File: src/hw/rtl/pru_pkg.sv
// Package for the pump and refill controller: mode and opcode codes,
// configuration register indexes, reset values and field widths.
// No dependencies.
`default_nettype none

package pru_pkg;

  // Default width of the saturating elapsed-time counters.
  localparam int DEF_COUNTER_WIDTH = 16;

  localparam int MODE_W   = 3;
  localparam int OP_W     = 2;
  localparam int LEVEL_W  = 8;
  localparam int TIME_W   = 16;
  localparam int CFG_IDX_W = 3;

  // Operating modes.
  localparam logic [MODE_W-1:0] MODE_WAIT        = 3'd0;
  localparam logic [MODE_W-1:0] MODE_PUMP        = 3'd1;
  localparam logic [MODE_W-1:0] MODE_REFILL_ONLY = 3'd2;
  localparam logic [MODE_W-1:0] MODE_REFILL_PUMP = 3'd3;
  localparam logic [MODE_W-1:0] MODE_ERROR       = 3'd4;

  // Request kinds.
  localparam logic [OP_W-1:0] OP_TICK    = 2'd0;
  localparam logic [OP_W-1:0] OP_CONTROL = 2'd1;
  localparam logic [OP_W-1:0] OP_STATUS  = 2'd2;

  // Configuration register indexes.
  localparam logic [CFG_IDX_W-1:0] REG_PUMP_TIMEOUT      = 3'd0;
  localparam logic [CFG_IDX_W-1:0] REG_REFILL_TIMEOUT    = 3'd1;
  localparam logic [CFG_IDX_W-1:0] REG_FRESHNESS_LIMIT   = 3'd2;
  localparam logic [CFG_IDX_W-1:0] REG_EMPTY_COOLDOWN    = 3'd3;
  localparam logic [CFG_IDX_W-1:0] REG_EMPTY_EXIT_LEVEL  = 3'd4;
  localparam logic [CFG_IDX_W-1:0] REG_EMPTY_ENTER_LEVEL = 3'd5;
  localparam logic [CFG_IDX_W-1:0] REG_VARIANCE_MARGIN   = 3'd6;
  localparam logic [CFG_IDX_W-1:0] REG_ACCEPT_NODE       = 3'd7;

  // Reset values of the configuration registers.
  localparam logic [TIME_W-1:0]  RST_PUMP_TIMEOUT      = 16'd180;
  localparam logic [TIME_W-1:0]  RST_REFILL_TIMEOUT    = 16'd600;
  localparam logic [TIME_W-1:0]  RST_FRESHNESS_LIMIT   = 16'd3;
  localparam logic [TIME_W-1:0]  RST_EMPTY_COOLDOWN    = 16'd20;
  localparam logic [LEVEL_W-1:0] RST_EMPTY_EXIT_LEVEL  = 8'd210;
  localparam logic [LEVEL_W-1:0] RST_EMPTY_ENTER_LEVEL = 8'd205;
  localparam logic [LEVEL_W-1:0] RST_VARIANCE_MARGIN   = 8'd10;
  localparam logic [LEVEL_W-1:0] RST_ACCEPT_NODE       = 8'd255;

endpackage

`default_nettype wire

File: src/hw/rtl/pump_refill_controller_unit.sv
// Top level of the pump and refill controller.
// Depends on pru_pkg for mode, opcode and register codes and reset values.
`default_nettype none

// Pump and refill controller. Each request on the s_ side is a time tick, a
// control step with a source level sample, or a status message from a node;
// every request yields one result on the m_ side showing the mode, the pump
// and refill drives, the empty-source flag and the filtered level after that
// request. Requests pass an input register, combinational logic and a result
// register: a request waits in the input register until the result register
// can take it, and while m_tready stays high a request is taken every cycle.
// While a result waits for m_tready the input register holds one more request
// and then s_tready stays low until the result is taken. Configuration
// registers are written through cfg_we/cfg_index/cfg_data and should only be
// changed while no request is in flight.
module pump_refill_controller_unit #(
  parameter int COUNTER_WIDTH = pru_pkg::DEF_COUNTER_WIDTH
) (
  input  wire logic                           clk,
  input  wire logic                           rst,
  input  wire logic                           s_tvalid,
  output logic                                s_tready,
  // fill_level[7:0], source_node[15:8], payload_length[23:16], status_byte[31:24]
  input  wire logic [31:0]                    s_tdata,
  // opcode[1:0]
  input  wire logic [pru_pkg::OP_W-1:0]       s_tuser,
  output logic                                m_tvalid,
  input  wire logic                           m_tready,
  // mode[2:0], pump_drive[3], refill_drive[4], source_empty[5],
  // filtered_level[13:6], zero[15:14]
  output logic [15:0]                         m_tdata,
  input  wire logic                           cfg_we,
  input  wire logic [pru_pkg::CFG_IDX_W-1:0]  cfg_index,
  input  wire logic [pru_pkg::TIME_W-1:0]     cfg_data
);

  import pru_pkg::*;

  localparam int CMP_W = (COUNTER_WIDTH > TIME_W) ? COUNTER_WIDTH : TIME_W;
  localparam logic [COUNTER_WIDTH-1:0] CNT_MAX = {COUNTER_WIDTH{1'b1}};

  // Configuration registers.
  logic [TIME_W-1:0]  pump_timeout;
  logic [TIME_W-1:0]  refill_timeout;
  logic [TIME_W-1:0]  freshness_limit;
  logic [TIME_W-1:0]  empty_cooldown;
  logic [LEVEL_W-1:0] empty_exit_level;
  logic [LEVEL_W-1:0] empty_enter_level;
  logic [LEVEL_W-1:0] variance_margin;
  logic [LEVEL_W-1:0] accept_node;

  always_ff @(posedge clk) begin
    if (rst) begin
      pump_timeout      <= RST_PUMP_TIMEOUT;
      refill_timeout    <= RST_REFILL_TIMEOUT;
      freshness_limit   <= RST_FRESHNESS_LIMIT;
      empty_cooldown    <= RST_EMPTY_COOLDOWN;
      empty_exit_level  <= RST_EMPTY_EXIT_LEVEL;
      empty_enter_level <= RST_EMPTY_ENTER_LEVEL;
      variance_margin   <= RST_VARIANCE_MARGIN;
      accept_node       <= RST_ACCEPT_NODE;
    end else if (cfg_we) begin
      case (cfg_index)
        REG_PUMP_TIMEOUT:      pump_timeout      <= cfg_data;
        REG_REFILL_TIMEOUT:    refill_timeout    <= cfg_data;
        REG_FRESHNESS_LIMIT:   freshness_limit   <= cfg_data;
        REG_EMPTY_COOLDOWN:    empty_cooldown    <= cfg_data;
        REG_EMPTY_EXIT_LEVEL:  empty_exit_level  <= cfg_data[LEVEL_W-1:0];
        REG_EMPTY_ENTER_LEVEL: empty_enter_level <= cfg_data[LEVEL_W-1:0];
        REG_VARIANCE_MARGIN:   variance_margin   <= cfg_data[LEVEL_W-1:0];
        REG_ACCEPT_NODE:       accept_node       <= cfg_data[LEVEL_W-1:0];
        default: ;
      endcase
    end
  end

  // Input register.
  logic             in_valid;
  logic [OP_W-1:0]  in_op;
  logic [31:0]      in_data;
  logic             advance;

  assign advance  = !m_tvalid || m_tready;
  assign s_tready = !in_valid || advance;

  always_ff @(posedge clk) begin
    if (rst) begin
      in_valid <= 1'b0;
    end else if (s_tready) begin
      in_valid <= s_tvalid;
    end
  end

  always_ff @(posedge clk) begin
    if (s_tready && s_tvalid) begin
      in_op   <= s_tuser;
      in_data <= s_tdata;
    end
  end

  logic [LEVEL_W-1:0] fill_level;
  logic [LEVEL_W-1:0] source_node;
  logic [LEVEL_W-1:0] payload_length;
  logic [LEVEL_W-1:0] status_byte;

  assign fill_level     = in_data[7:0];
  assign source_node    = in_data[15:8];
  assign payload_length = in_data[23:16];
  assign status_byte    = in_data[31:24];

  // Controller state.
  logic [MODE_W-1:0]        mode_reg, mode_reg_next;
  logic                     pump_is_on, pump_is_on_next;
  logic                     refill_is_on, refill_is_on_next;
  logic [LEVEL_W-1:0]       level_avg, level_avg_next;
  logic [LEVEL_W-1:0]       fast_variance, fast_variance_next;
  logic [LEVEL_W-1:0]       slow_variance, slow_variance_next;
  logic                     empty_flag, empty_flag_next;
  logic                     target_error, target_error_next;
  logic                     target_full, target_full_next;
  logic                     target_empty, target_empty_next;
  logic [COUNTER_WIDTH-1:0] since_pump_on, since_pump_on_next;
  logic [COUNTER_WIDTH-1:0] since_refill_on, since_refill_on_next;
  logic [COUNTER_WIDTH-1:0] since_update, since_update_next;
  logic [COUNTER_WIDTH-1:0] since_empty_stop, since_empty_stop_next;

  // Counters and limits compared at a common width.
  logic [CMP_W-1:0] pump_cnt_x, refill_cnt_x, update_cnt_x, stop_cnt_x;
  assign pump_cnt_x   = CMP_W'(since_pump_on);
  assign refill_cnt_x = CMP_W'(since_refill_on);
  assign update_cnt_x = CMP_W'(since_update);
  assign stop_cnt_x   = CMP_W'(since_empty_stop);

  logic cooldown_active, pump_timed_out, refill_timed_out, status_stale;
  assign cooldown_active  = stop_cnt_x < CMP_W'(empty_cooldown);
  assign pump_timed_out   = pump_cnt_x > CMP_W'(pump_timeout);
  assign refill_timed_out = refill_cnt_x > CMP_W'(refill_timeout);
  assign status_stale     = !(update_cnt_x < CMP_W'(freshness_limit));

  // Filter datapath for a control step.
  logic [LEVEL_W-1:0] seed_avg;
  logic [LEVEL_W-1:0] dev;
  logic [9:0]         avg_sum;
  logic [9:0]         fast_sum;
  logic [11:0]        slow_sum;
  logic [LEVEL_W-1:0] new_avg, new_fast, new_slow;
  logic               new_empty;
  logic               var_spike;

  always_comb begin
    seed_avg = (level_avg == '0) ? fill_level : level_avg;
    dev      = (fill_level < seed_avg) ? seed_avg - fill_level : fill_level - seed_avg;
    avg_sum  = {2'b00, seed_avg} + {1'b0, seed_avg, 1'b0} + {2'b00, fill_level};
    fast_sum = {2'b00, fast_variance} + {1'b0, fast_variance, 1'b0} + {2'b00, dev};
    slow_sum = ({slow_variance, 4'b0000} - {4'b0000, slow_variance}) + {4'b0000, dev};
    new_avg  = avg_sum[9:2];
    new_fast = fast_sum[9:2];
    new_slow = slow_sum[11:4];
    if (empty_flag && (new_avg > empty_exit_level)) begin
      new_empty = 1'b0;
    end else if (!empty_flag && (new_avg < empty_enter_level)) begin
      new_empty = 1'b1;
    end else begin
      new_empty = empty_flag;
    end
    var_spike = (new_fast > new_slow) && ((new_fast - new_slow) > variance_margin);
  end

  // Mode machine and request handling.
  logic [MODE_W-1:0] mode_sel;
  logic              want_pump, want_refill;

  always_comb begin
    mode_reg_next         = mode_reg;
    pump_is_on_next       = pump_is_on;
    refill_is_on_next     = refill_is_on;
    level_avg_next        = level_avg;
    fast_variance_next    = fast_variance;
    slow_variance_next    = slow_variance;
    empty_flag_next       = empty_flag;
    target_error_next     = target_error;
    target_full_next      = target_full;
    target_empty_next     = target_empty;
    since_pump_on_next    = since_pump_on;
    since_refill_on_next  = since_refill_on;
    since_update_next     = since_update;
    since_empty_stop_next = since_empty_stop;
    mode_sel              = mode_reg;
    want_pump             = 1'b0;
    want_refill           = 1'b0;

    case (in_op)
      OP_TICK: begin
        if (since_pump_on != CNT_MAX) since_pump_on_next = since_pump_on + 1'b1;
        if (since_refill_on != CNT_MAX) since_refill_on_next = since_refill_on + 1'b1;
        if (since_update != CNT_MAX) since_update_next = since_update + 1'b1;
        if (since_empty_stop != CNT_MAX) since_empty_stop_next = since_empty_stop + 1'b1;
      end
      OP_CONTROL: begin
        level_avg_next     = new_avg;
        fast_variance_next = new_fast;
        slow_variance_next = new_slow;
        empty_flag_next    = new_empty;
        case (mode_reg)
          MODE_WAIT: begin
            if (target_empty) begin
              mode_sel = (new_empty || cooldown_active) ? MODE_REFILL_ONLY : MODE_PUMP;
            end
          end
          MODE_PUMP: begin
            if (new_empty) begin
              since_empty_stop_next = '0;
              mode_sel = MODE_WAIT;
            end else if (target_full) begin
              mode_sel = MODE_WAIT;
            end else if (pump_timed_out) begin
              mode_sel = MODE_ERROR;
            end
          end
          MODE_REFILL_ONLY: begin
            if (refill_timed_out) begin
              mode_sel = MODE_ERROR;
            end else if (!new_empty && !cooldown_active) begin
              mode_sel = MODE_REFILL_PUMP;
            end
          end
          MODE_REFILL_PUMP: begin
            if (refill_timed_out) begin
              mode_sel = MODE_ERROR;
            end else if (new_empty || var_spike) begin
              since_empty_stop_next = '0;
              mode_sel = MODE_REFILL_ONLY;
            end
          end
          default: ;
        endcase
        // A target that is full, failing or silent overrides everything.
        if (target_full || target_error || status_stale) begin
          mode_sel = MODE_WAIT;
        end
        mode_reg_next = mode_sel;
        want_pump     = (mode_sel == MODE_PUMP) || (mode_sel == MODE_REFILL_PUMP);
        want_refill   = (mode_sel == MODE_REFILL_ONLY) || (mode_sel == MODE_REFILL_PUMP);
        if (want_pump && !pump_is_on) since_pump_on_next = '0;
        if (want_refill && !refill_is_on) since_refill_on_next = '0;
        pump_is_on_next   = want_pump;
        refill_is_on_next = want_refill;
      end
      OP_STATUS: begin
        if ((payload_length != '0) && (source_node == accept_node)) begin
          target_error_next = status_byte[7];
          target_full_next  = status_byte[0];
          target_empty_next = !status_byte[1];
          since_update_next = '0;
        end
      end
      default: ;
    endcase
  end

  logic step;
  assign step = in_valid && advance;

  always_ff @(posedge clk) begin
    if (rst) begin
      mode_reg         <= MODE_WAIT;
      pump_is_on       <= 1'b0;
      refill_is_on     <= 1'b0;
      level_avg        <= '0;
      fast_variance    <= '0;
      slow_variance    <= '0;
      empty_flag       <= 1'b0;
      target_error     <= 1'b1;
      target_full      <= 1'b1;
      target_empty     <= 1'b0;
      since_pump_on    <= '0;
      since_refill_on  <= '0;
      since_update     <= '0;
      since_empty_stop <= '0;
    end else if (step) begin
      mode_reg         <= mode_reg_next;
      pump_is_on       <= pump_is_on_next;
      refill_is_on     <= refill_is_on_next;
      level_avg        <= level_avg_next;
      fast_variance    <= fast_variance_next;
      slow_variance    <= slow_variance_next;
      empty_flag       <= empty_flag_next;
      target_error     <= target_error_next;
      target_full      <= target_full_next;
      target_empty     <= target_empty_next;
      since_pump_on    <= since_pump_on_next;
      since_refill_on  <= since_refill_on_next;
      since_update     <= since_update_next;
      since_empty_stop <= since_empty_stop_next;
    end
  end

  // Result register.
  always_ff @(posedge clk) begin
    if (rst) begin
      m_tvalid <= 1'b0;
    end else if (advance) begin
      m_tvalid <= in_valid;
    end
  end

  always_ff @(posedge clk) begin
    if (step) begin
      m_tdata <= {2'b00, level_avg_next, empty_flag_next, refill_is_on_next,
                  pump_is_on_next, mode_reg_next};
    end
  end

endmodule

`default_nettype wire

File: config.mk
export PLATFORM = sky130hd
export DESIGN_NAME = pump_refill_controller_unit
export DESIGN_NICKNAME = d
export VERILOG_FILES = /design/src/hw/rtl/pru_pkg.sv /design/src/hw/rtl/pump_refill_controller_unit.sv
export SDC_FILE = /design/constraint.sdc
export NUM_CORES = 1
export LEC_CHECK = 0
export BUFFER_PORTS_ARGS = -buffer_cell sky130_fd_sc_hd__buf_2
export CORE_ASPECT_RATIO = 0.8
export CORE_UTILIZATION = 61
export DETAILED_ROUTE_END_ITERATION = 7
export PLACE_DENSITY = 0.87
export SLEW_MARGIN = 20
export SYNTH_ARGS = -nofsm -noshare
export SYNTH_HDL_FRONTEND = slang
export SYNTH_SLANG_ARGS = --single-unit
File: constraint.sdc
create_clock -name clk -period 18.8 [get_ports clk]
set_input_delay 0.94 -clock clk [delete_from_list [all_inputs] [get_ports clk]]
set_output_delay 0.94 -clock clk [all_outputs]
set_load 0.05 [all_outputs]
# --- After elaboration in Yosys (flattened, before gate mapping) ---
# Index checks and enable logic that the tools add are counted.
totals:
  input_bits: 58
  output_inout_bits: 18
  word_cells: 163
  ff_bits: 243
classes:
  n_mux: 36
  n_lt_le_gt_ge: 9
  addsub: 13
  n_eq_ne: 31
  n_reduce_logical: 47
op_table:
  columns: ["operator", "count"]
  rows:
  - ["2-to-1 mux 16 bit", 10]
  - ["one-hot mux 16 bit (2 select lines)", 5]
  - ["adder 16 x 1 -> 16 bit (second input constant)", 4]
  - ["!= test 16 bit (second input constant)", 4]
  - ["2-to-1 mux 3 bit", 11]
  - ["greater-than comparator 16 bit", 2]
  - ["less-than comparator 16 bit", 2]
  - ["greater-than comparator 8 bit", 3]
  - ["2-to-1 mux 8 bit", 3]
  - ["subtractor 8 bit", 3]
  - ["adder 10 x 8 -> 10 bit", 2]
  - ["adder 8 x 9 -> 10 bit", 2]
  - ["equality test 3 x 2 -> 1 bit (second input constant)", 6]
  - ["AND reduction 2 bit", 9]
  - ["less-than comparator 8 bit", 2]
  - ["!= test 2 bit (second input constant)", 7]
  - ["adder 12 x 8 -> 12 bit", 1]
  - ["equality test 3 bit (second input constant)", 4]
  - ["one-hot mux 3 bit (4 select lines)", 1]
  - ["AND reduction 4 bit", 3]
  - ["subtractor 12 x 8 -> 12 bit", 1]
  - ["equality test 3 x 1 -> 1 bit (second input constant)", 3]
  - ["logical AND 1 bit", 9]
  - ["logical NOT 1 bit", 9]
  - ["other kinds (15)", 30]

# --- Logic depth before layout (Yosys ltp) ---
# Gate-level depths: netlist (run 1).
depth:
  ltp_word: 20
  mapped_depth: 40
  depth_no_buf: 37

# --- Worst setup path before layout (run 1) ---
# Ideal clock, no wire load.
synth_path:
  path_kind: "reg2reg"
  startpoint: "register level_avg[3]"
  endpoint: "register since_empty_stop[13]"
  period_less_slack_ns: 9.016
  t_arrival_ns: 8.950
  required_time_ns: 18.734
  stages_incl_launch_ff: 38
  path_slack_ns: 9.784
  setup_time_ns: 0.066
  path_cell_list: "dfxtp_1 > buf_2 > or4_1 > nor4b_4 > a21o_1 > ha_1 > clkbuf_1 > inv_1 > or4_1 > a31oi_1 > nor2_1 > o21ai_2 > o32a_1 > xor2_1 > fa_1 > ha_1 > or3_1 > a31oi_1 > [... 2 more ...] > ha_1 > a21o_1 > a21oi_1 > o21ai_0 > a21oi_1 > o21bai_1 > a21oi_1 > xnor2_1 > ha_1 > nand2_1 > o21ai_0 > mux2i_1 > a21oi_1 > a21boi_0 > a311oi_4 > nor4b_2 > or3b_2 > a21oi_2"
synth_between:
  elab_chain_len: 11
  elab_cells_between_ends: 24
  cone_classes: "7 x add/sub; 5 x order compare; 2 x eq/ne; 4 x mux; 6 x reduce/logical"
synth_rtl:
  columns: ["item", "line_no", "text"]
  rows:
  - ["start: declaration", "pump_refill_controller_unit.sv:115", "logic [LEVEL_W-1:0] level_avg, level_avg_next;"]
  - ["start signal: assignment", "pump_refill_controller_unit.sv:284", "level_avg <= level_avg_next;"]
  - ["logical NOT 8 bit", "pump_refill_controller_unit.sv:151", "seed_avg = (level_avg == '0) ? fill_level : level_avg;"]
  - ["2-to-1 mux 8 bit (*)", "pump_refill_controller_unit.sv:151", null]
  - ["subtractor 8 bit (tied with other cells)", "pump_refill_controller_unit.sv:152", "dev = (fill_level < seed_avg) ? seed_avg - fill_level : fill_level - seed_avg;"]
  - ["2-to-1 mux 8 bit / adder 10 x 8 -> 10 bit (equally long branches)", "pump_refill_controller_unit.sv:152, pump_refill_controller_unit.sv:153", null]
  - ["adder 12 x 8 -> 12 bit (tied with other cells)", "pump_refill_controller_unit.sv:155", "slow_sum = ({slow_variance, 4'b0000} - {4'b0000, slow_variance}) + {4'b0000, dev};"]
  - ["subtractor 8 bit / logical AND 1 bit (equally long branches)", "pump_refill_controller_unit.sv:166, pump_refill_controller_unit.sv:161", null]
  - ["greater-than comparator 8 bit / 2-to-1 mux 1 bit (equally long branches)", "pump_refill_controller_unit.sv:166, pump_refill_controller_unit.sv:161", null]
  - ["logical AND 1 bit / 2-to-1 mux 1 bit (equally long branches)", "pump_refill_controller_unit.sv:166, pump_refill_controller_unit.sv:159", null]
  - ["logical OR 1 bit", "pump_refill_controller_unit.sv:230", "end else if (new_empty || var_spike) begin"]
  - ["!= test 3 bit (no source line)", null, null]
  - ["AND reduction 7 bit (no source line) (*)", null, null]
  - ["end signal: assignment", "pump_refill_controller_unit.sv:294", "since_empty_stop <= since_empty_stop_next;"]
  - ["end: declaration", "pump_refill_controller_unit.sv:125", "logic [COUNTER_WIDTH-1:0] since_empty_stop, since_empty_stop_next;"]
# Mark *: on every way between the ends. The rest lies on a longest branch, timed or not.
# A chain may end at the register's enable or synchronous reset.

# --- Worst setup path in the final report (run 1) ---
layout_path:
  startpoint: "register level_avg[3]"
  endpoint: "register since_empty_stop[3]"
# The elaborated chain is that of the path after synthesis.

==> results of run 1 <==
[area by class of cell]
cell class / count / share of cell area, %
Inverter: 159 / 3.84
Timing Repair Buffer: 75 / 2.55
Sequential cell: 238 / 33.4
Tap cell: 306 / 2.46
Multi-Input combinational cell: 1197 / 52.5
Clock inverter: 11 / 0.668
Clock buffer: 34 / 4.51
[worst paths after layout]
kind | from | to | slack, ps | depth (start not counted)
worst max register to register | level_avg[3]$_SDFFE_PP0P_ | since_empty_stop[3]$_SDFFE_PP0P_ | 8080 | 35
worst min-delay path | refill_is_on$_SDFFE_PP0P_ | refill_is_on$_SDFFE_PP0P_ | 460 | 2
worst max-delay path | level_avg[3]$_SDFFE_PP0P_ | since_empty_stop[3]$_SDFFE_PP0P_ | 8080 | 35
worst min register to register | refill_is_on$_SDFFE_PP0P_ | refill_is_on$_SDFFE_PP0P_ | 460 | 2
[routing by layer]
| metal | GRT usage [%] | up-vias | routed length, um |
|---|---|---|---|
| met5 | 0 | - | 0 |
| met4 | 9.16 | 0 | 858 |
| met3 | 3.91 | 72 | 2790 |
| met2 | 46.4 | 497 | 15800 |
| met1 | 39.6 | 5733 | 15500 |
| li1 | - | 5856 | - |
[per-stage QoR]
| stage | utilization, % | std cells | area, um2 | setup WS [ps] | hold WS (ps) |
|---|---|---|---|---|---|
| 2_1_floorplan | - | 1667 | 14200 | 9780 | 434 |
| 5_1_grt | 68.5 | 2020 | 15500 | 7400 | 471 |
| 4_1_cts | 68.4 | 2020 | 15500 | 8270 | 455 |
| 3_5_place_dp | 64.8 | 1975 | 14700 | 8350 | 447 |
| 6_report | 68.5 | 2020 | 15500 | 8080 | 455 |
| 3_3_place_gp | 64.8 | 1975 | 14700 | 8680 | 443 |
[worst max-delay path: cells and delay by family, from the launching register on]
kind            cells  cell delay [ps]
compound gates     16             4420
xor+xnor            3              820
fa+ha+maj           5             1710
buf+inv             1               90
flops               1              410
mux                 1              110
simple gates        9             3000
[cells in the final DEF, fill, tap and decap left out, types with 5 or more instances in the layout]
cell type	instances
sky130_fd_sc_hd__a211oi_1	12
sky130_fd_sc_hd__a21o_1	29
sky130_fd_sc_hd__a21oi_1	165
sky130_fd_sc_hd__a21oi_2	7
sky130_fd_sc_hd__a31oi_1	10
sky130_fd_sc_hd__and2_1	7
sky130_fd_sc_hd__and3_1	12
sky130_fd_sc_hd__buf_2	67
sky130_fd_sc_hd__buf_4	8
sky130_fd_sc_hd__clkbuf_1	6
sky130_fd_sc_hd__clkbuf_16	26
sky130_fd_sc_hd__dfxtp_1	195
sky130_fd_sc_hd__edfxtp_1	43
sky130_fd_sc_hd__fa_1	21
sky130_fd_sc_hd__ha_1	135
sky130_fd_sc_hd__inv_1	158
sky130_fd_sc_hd__mux2i_1	36
sky130_fd_sc_hd__nand2_1	252
sky130_fd_sc_hd__nand2b_1	16
sky130_fd_sc_hd__nand3_1	64
sky130_fd_sc_hd__nand3b_1	12
sky130_fd_sc_hd__nand4_1	29
sky130_fd_sc_hd__nor2_1	89
sky130_fd_sc_hd__nor2b_1	9
sky130_fd_sc_hd__nor3_1	10
sky130_fd_sc_hd__nor4_1	12
sky130_fd_sc_hd__o211ai_1	25
sky130_fd_sc_hd__o21ai_0	45
sky130_fd_sc_hd__o21bai_1	8
sky130_fd_sc_hd__o31ai_1	13
sky130_fd_sc_hd__or2_2	5
sky130_fd_sc_hd__or3_1	21
sky130_fd_sc_hd__or4_1	12
sky130_fd_sc_hd__xnor2_1	35
sky130_fd_sc_hd__xor2_1	28
[cells by family (layout without fill, tap and decap cells)]
kind of cell             after synthesis  count (layout)  synth area share [%]
AO/OA/AOI/OAI                        368             368                  16.6
XOR/XNOR                              63              63                  3.88
adder cells (fa/ha/maj)              156             156                  14.9
buffers and inverters                232             279                  6.38
flip-flops                           238             238                  36.6
multiplexers                          38              38                  2.70
other                                  1               2                0.0264
AND/OR/NAND/NOR                      570             570                  19.0
==> metrics.log, run 1 <==
[metrics] status: finished clean
[metrics] YS warnings: 0
[metrics] Vias per Instance: ~6
[metrics] initial antenna violation count: 0
[metrics] post-CTS setup buffer count: 0
[metrics] top cell type's share of synthesized area: 27.5%
[metrics] worst setup path class: flop to flop
[metrics] fillcell total: 1,720
[metrics] area taken by flip-flops and latches: 5190 um2
[metrics] final setup violation count: 0
[metrics] Critical Path AT: around 11,000 ps
[metrics] first-pass iteration count of the detailed router: 6
[metrics] Relative slew margins: 23.7%
[metrics] setup tns final: 0 ps
[metrics] count of antenna-violating nets left after detailed routing: 0
[metrics] setup repair after global routing missed its margin: false
[metrics] floorplan row count: a little under 50
[metrics] Iter 0 DRT Violations: around 1,100
[metrics] path category of the worst min-delay check: flop to flop
[metrics] layout net count: around 1,900
[metrics] WL per Instance: 17.3 um
[metrics] horizontal extent of the die: around 170 um
[metrics] largest net degree at the start of global routing: 61
[metrics] signed area change from the synthesized netlist to the final layout: 9.36%
[metrics] number of I/O pins: 76
[metrics] Yosys top cell by area: sky130_fd_sc_hd__dfxtp_1
[metrics] CTS H-tree lvls: 1
[metrics] quantity of gates resized following cts: 0
[metrics] fraction of registers with async set or reset after synthesis: 0%
[metrics] worst-path cell with the longest stage delay: sky130_fd_sc_hd__o21ai_2
[metrics] total grt overflow: 0
[metrics] commonest cells in the netlist: sky130_fd_sc_hd__nand2_1 (252), sky130_fd_sc_hd__dfxtp_1 (195), sky130_fd_sc_hd__a21oi_1 (165)
[metrics] synthesized cell area: about 14,000 um2
[metrics] footprint of the multi-input gates: 8160 um2
[metrics] Worst Max-Slew Pin Slew: around 1100 ps
[metrics] CP endpoint kind: flop
[metrics] clock root buffer: sky130_fd_sc_hd__clkbuf_16
[metrics] global router's overall resource usage: around 29%
[metrics] shortest period the worst path allows: 10,720 ps
[metrics] via count of the first global-routing pass: between 10,000 and 15,000
[metrics] global-route wire length before repair: roughly 56,000 um
[metrics] final number of hold-violating endpoints: 0
[metrics] area of the die: 23,900 um2
[metrics] register clock-pin slew on the reported worst setup and hold paths: 60 ps
[metrics] largest register by flop count: in_data
[metrics] flip-flop and latch count after synthesis: roughly 240
[metrics] overall routed net length: between 30,000 and 40,000 um
[metrics] routability cong.: around 0.89
[metrics] HPWL after detailed placement: 24,800 um
[metrics] Largest register FFs: 27
[metrics] PortBufs: 68
[metrics] total clock sinks: approximately 240
[metrics] starting density of the core: 62.6%
[metrics] cell with the most instances after synthesis: sky130_fd_sc_hd__nand2_1
[metrics] primary flip-flop cell chosen by synthesis mapping: sky130_fd_sc_hd__dfxtp_1
[metrics] ratio of final minimum period to clock period: a little under three fifths
[metrics] TritonCTS clock tree: built
[metrics] required time reported for the critical path endpoint: ~19,000 ps
[metrics] Critical Path Max Stage Delay: between 600 and 700 ps
[metrics] largest cells by area after synthesis: sky130_fd_sc_hd__dfxtp_1 (27%), sky130_fd_sc_hd__ha_1 (12%), sky130_fd_sc_hd__edfxtp_1 (9.1%)
[metrics] unique cell type count in the Yosys netlist: between 80 and 90
[metrics] count of antenna diodes in the layout: 0
[metrics] sequential-to-total area share from yosys stat: 36.6%
[metrics] Pins Over Slew Limit: 0
[metrics] fraction of final layout cells sized beyond drive strength 1: ~9.0%
[metrics] insertion delay to the later sink of the worst-skew pair: roughly 520 ps
[metrics] number of buffers inserted during clock tree synthesis: 25
[metrics] Core Region: about 23,000 um2
[metrics] mean instance size in the synthesized netlist: between 8 and 9 um2
[metrics] highest fanout seen on the critical path: 15
[metrics] number of buffers on the longest clock path: 3
[metrics] detailed-route via count: 12,200
[metrics] EDFF count, synth: between 40 and 50
[metrics] DRC violation count after routing: 0
[metrics] die height: around 140 um
[metrics] cell count after synthesis: between 1,500 and 2,000
[metrics] highest attainable clock frequency: 93.3 MHz
[metrics] number of maximum-capacitance constraint violations: 0
[metrics] clock skew: 14.8 ps
[metrics] type of origin of the critical path: flop
[metrics] hold buffer count at CTS: 0
Power of run 1 is left out: the tool's default activity adds up to more than one toggle a clock period on the data nets, which glitch-free logic cannot reach.
==> inputs of run 2 (changes only) <==
clock period = 10.8 ns   (was 18.8 ns; I/O delays follow)
==> run 2 against run 1 <==
Non-clock buffer count increased by 2; hold slack worse by 280 ps; register-to-register slack got worse by 7200 ps; routed wire length decreased by 0.35%; via count grew 0.60%; clock skew up 4.5 ps; utilization grew 0.094 points; sequential share of layout area is essentially flat; highest routed layer unchanged; critical path depth increased by 1; global-route usage is 0.079 points higher; first-iteration DRC count shrank 5.5%; cell count up 0.15%.
==> metrics.log, run 2 (synthesis results as in run 1) <==
[metrics] status: finished clean
[metrics] Pins Over Slew Limit: 0
[metrics] via count of the first global-routing pass: 11,700
[metrics] final setup violation count: 0
[metrics] first-pass iteration count of the detailed router: 6
[metrics] Iter 0 DRT Violations: 1,075
[metrics] count of antenna-violating nets left after detailed routing: 0
[metrics] Global Route met2 Usage: approximately 47%
[metrics] number of buffers on the longest clock path: 3
[metrics] Vias per Instance: about 6.0
[metrics] routability cong.: about 0.86
[metrics] ratio of final minimum period to clock period: approximately 90%
[metrics] Core Util, Final: 68.6%
[metrics] CP endpoint kind: flop
[metrics] quantity of gates resized following cts: 0
[metrics] fraction of met3 tracks used by global routing: about 4.3%
[metrics] insertion delay to the later sink of the worst-skew pair: 540 ps
[metrics] number of I/O pins: 76
[metrics] layer with the highest usage: met2
[metrics] global-route wire length before repair: 56,800 um
[metrics] CP top delay family: compound AO/OA/AOI/OAI gates
[metrics] post-CTS setup buffer count: 0
[metrics] area of the die: approximately 24,000 um2
[metrics] total grt overflow: 0
[metrics] Core Region: 22,700 um2
[metrics] number of maximum-capacitance constraint violations: 0
[metrics] Worst Max-Slew Pin Slew: between 1000 and 1500 ps
[metrics] Critical Path AT: around 10,000 ps
[metrics] setup repair after global routing missed its margin: false
[metrics] hold buffer count at CTS: 0
[metrics] highest fanout seen on the critical path: 11
[metrics] PortBufs: a little under 70
[metrics] largest net degree at the start of global routing: 57
[metrics] global router's overall resource usage: 28.7%
[metrics] setup tns final: 0 ps
[metrics] initial antenna violation count: 0
[metrics] worst-path cell with the longest stage delay: sky130_fd_sc_hd__or4_1
[metrics] count of antenna diodes in the layout: 0
[metrics] shortest period the worst path allows: between 9000 and 10,000 ps
[metrics] Relative slew margins: a little over a fifth
[metrics] path category of the worst min-delay check: input pin to flop
[metrics] clock root buffer: sky130_fd_sc_hd__clkbuf_16
[metrics] CP most frequent cell: sky130_fd_sc_hd__a21oi_1
[metrics] TritonCTS clock tree: built
[metrics] most common library cell in the layout ignoring fill and taps: sky130_fd_sc_hd__nand2_1
[metrics] starting density of the core: a little over three fifths
[metrics] detailed-route via count: approximately 12,000
[metrics] signed area change from the synthesized netlist to the final layout: 9.51%
[metrics] final number of hold-violating endpoints: 0
[metrics] CP bufs+invs: 2
[metrics] Largest register FFs: 27
[metrics] register clock-pin slew on the reported worst setup and hold paths: approximately 60 ps
[metrics] met1 GRT Util: 38.9%
[metrics] WL per Instance: about 17 um
[metrics] DRC violation count after routing: 0
[metrics] Critical Path Max Stage Delay: 620 ps
[metrics] clock skew: just under 20 ps
[metrics] HPWL after detailed placement: ~25,000 um
[metrics] floorplan row count: 49
[metrics] required time reported for the critical path endpoint: between 10,000 and 15,000 ps
[metrics] highest attainable clock frequency: between 100 and 150 MHz
[metrics] worst setup path class: flop to flop
[metrics] number of buffers inserted during clock tree synthesis: 25
[metrics] CTS H-tree lvls: 1
[metrics] horizontal extent of the die: about 170 um
[metrics] most frequent cells in the layout: sky130_fd_sc_hd__nand2_1 (252), sky130_fd_sc_hd__dfxtp_1 (195), sky130_fd_sc_hd__a21oi_1 (165), sky130_fd_sc_hd__inv_1 (158), sky130_fd_sc_hd__ha_1 (135)
[metrics] type of origin of the critical path: flop
[metrics] hold slack final: between 150 and 200 ps
[metrics] total clock sinks: 238
[metrics] fraction of final layout cells sized beyond drive strength 1: under 10%
[metrics] layout net count: around 1,900
[metrics] overall routed net length: 34,800 um
[metrics] largest register by flop count: in_data
[metrics] die height: 138 um
run 2: cell count changes in the layout (fill, tap and decap cells not counted), sizes merged:
cell / before / now
clkbuf: 34 / 33
buf: 75 / 77
clkinv: 8 / 9
clkinvlp: 0 / 1
run 2: routing by layer:
layer | share of wire, % | wire length (um)
met1 | 43 | 15100
met2 | 45 | 15700
met3 | 8.4 | 2930
met4 | 3.2 | 1100
met5 | 0 | 0
run 2: per-stage QoR:
step	setup slack, ps	instance area [um2]	std cells
detailed placement	721	14700	1977
global placement	1030	14700	1977
floorplan	1780	14200	1667
finish	845	15600	2023
CTS	676	15500	2023
global route	112	15600	2023
run 2: area by class of cell:
cell class / count / area, um2
inverters: 159 / 597
clock buffers: 33 / 676
well taps: 306 / 383
fillers: 1749 / 7130
flip-flops and latches: 238 / 5190
repair buffers: 77 / 410
clock inverters: 13 / 125
multi-input cells: 1197 / 8170
run 2: path summary, 6_finish.rpt:
check | startpoint | to | slack (ps) | cells past startpoint
worst min-delay path | s_tdata[5] | in_data[5]$_DFFE_PP_ | 180 | 1
worst max register to register | level_avg[3]$_SDFFE_PP0P_ | since_empty_stop[5]$_SDFFE_PP0P_ | 850 | 36
worst min register to register | empty_cooldown[11]$_SDFFE_PP0P_ | empty_cooldown[11]$_SDFFE_PP0P_ | 450 | 2
worst max-delay path | level_avg[3]$_SDFFE_PP0P_ | since_empty_stop[5]$_SDFFE_PP0P_ | 850 | 36
Power of run 2 is left out for the same reason.
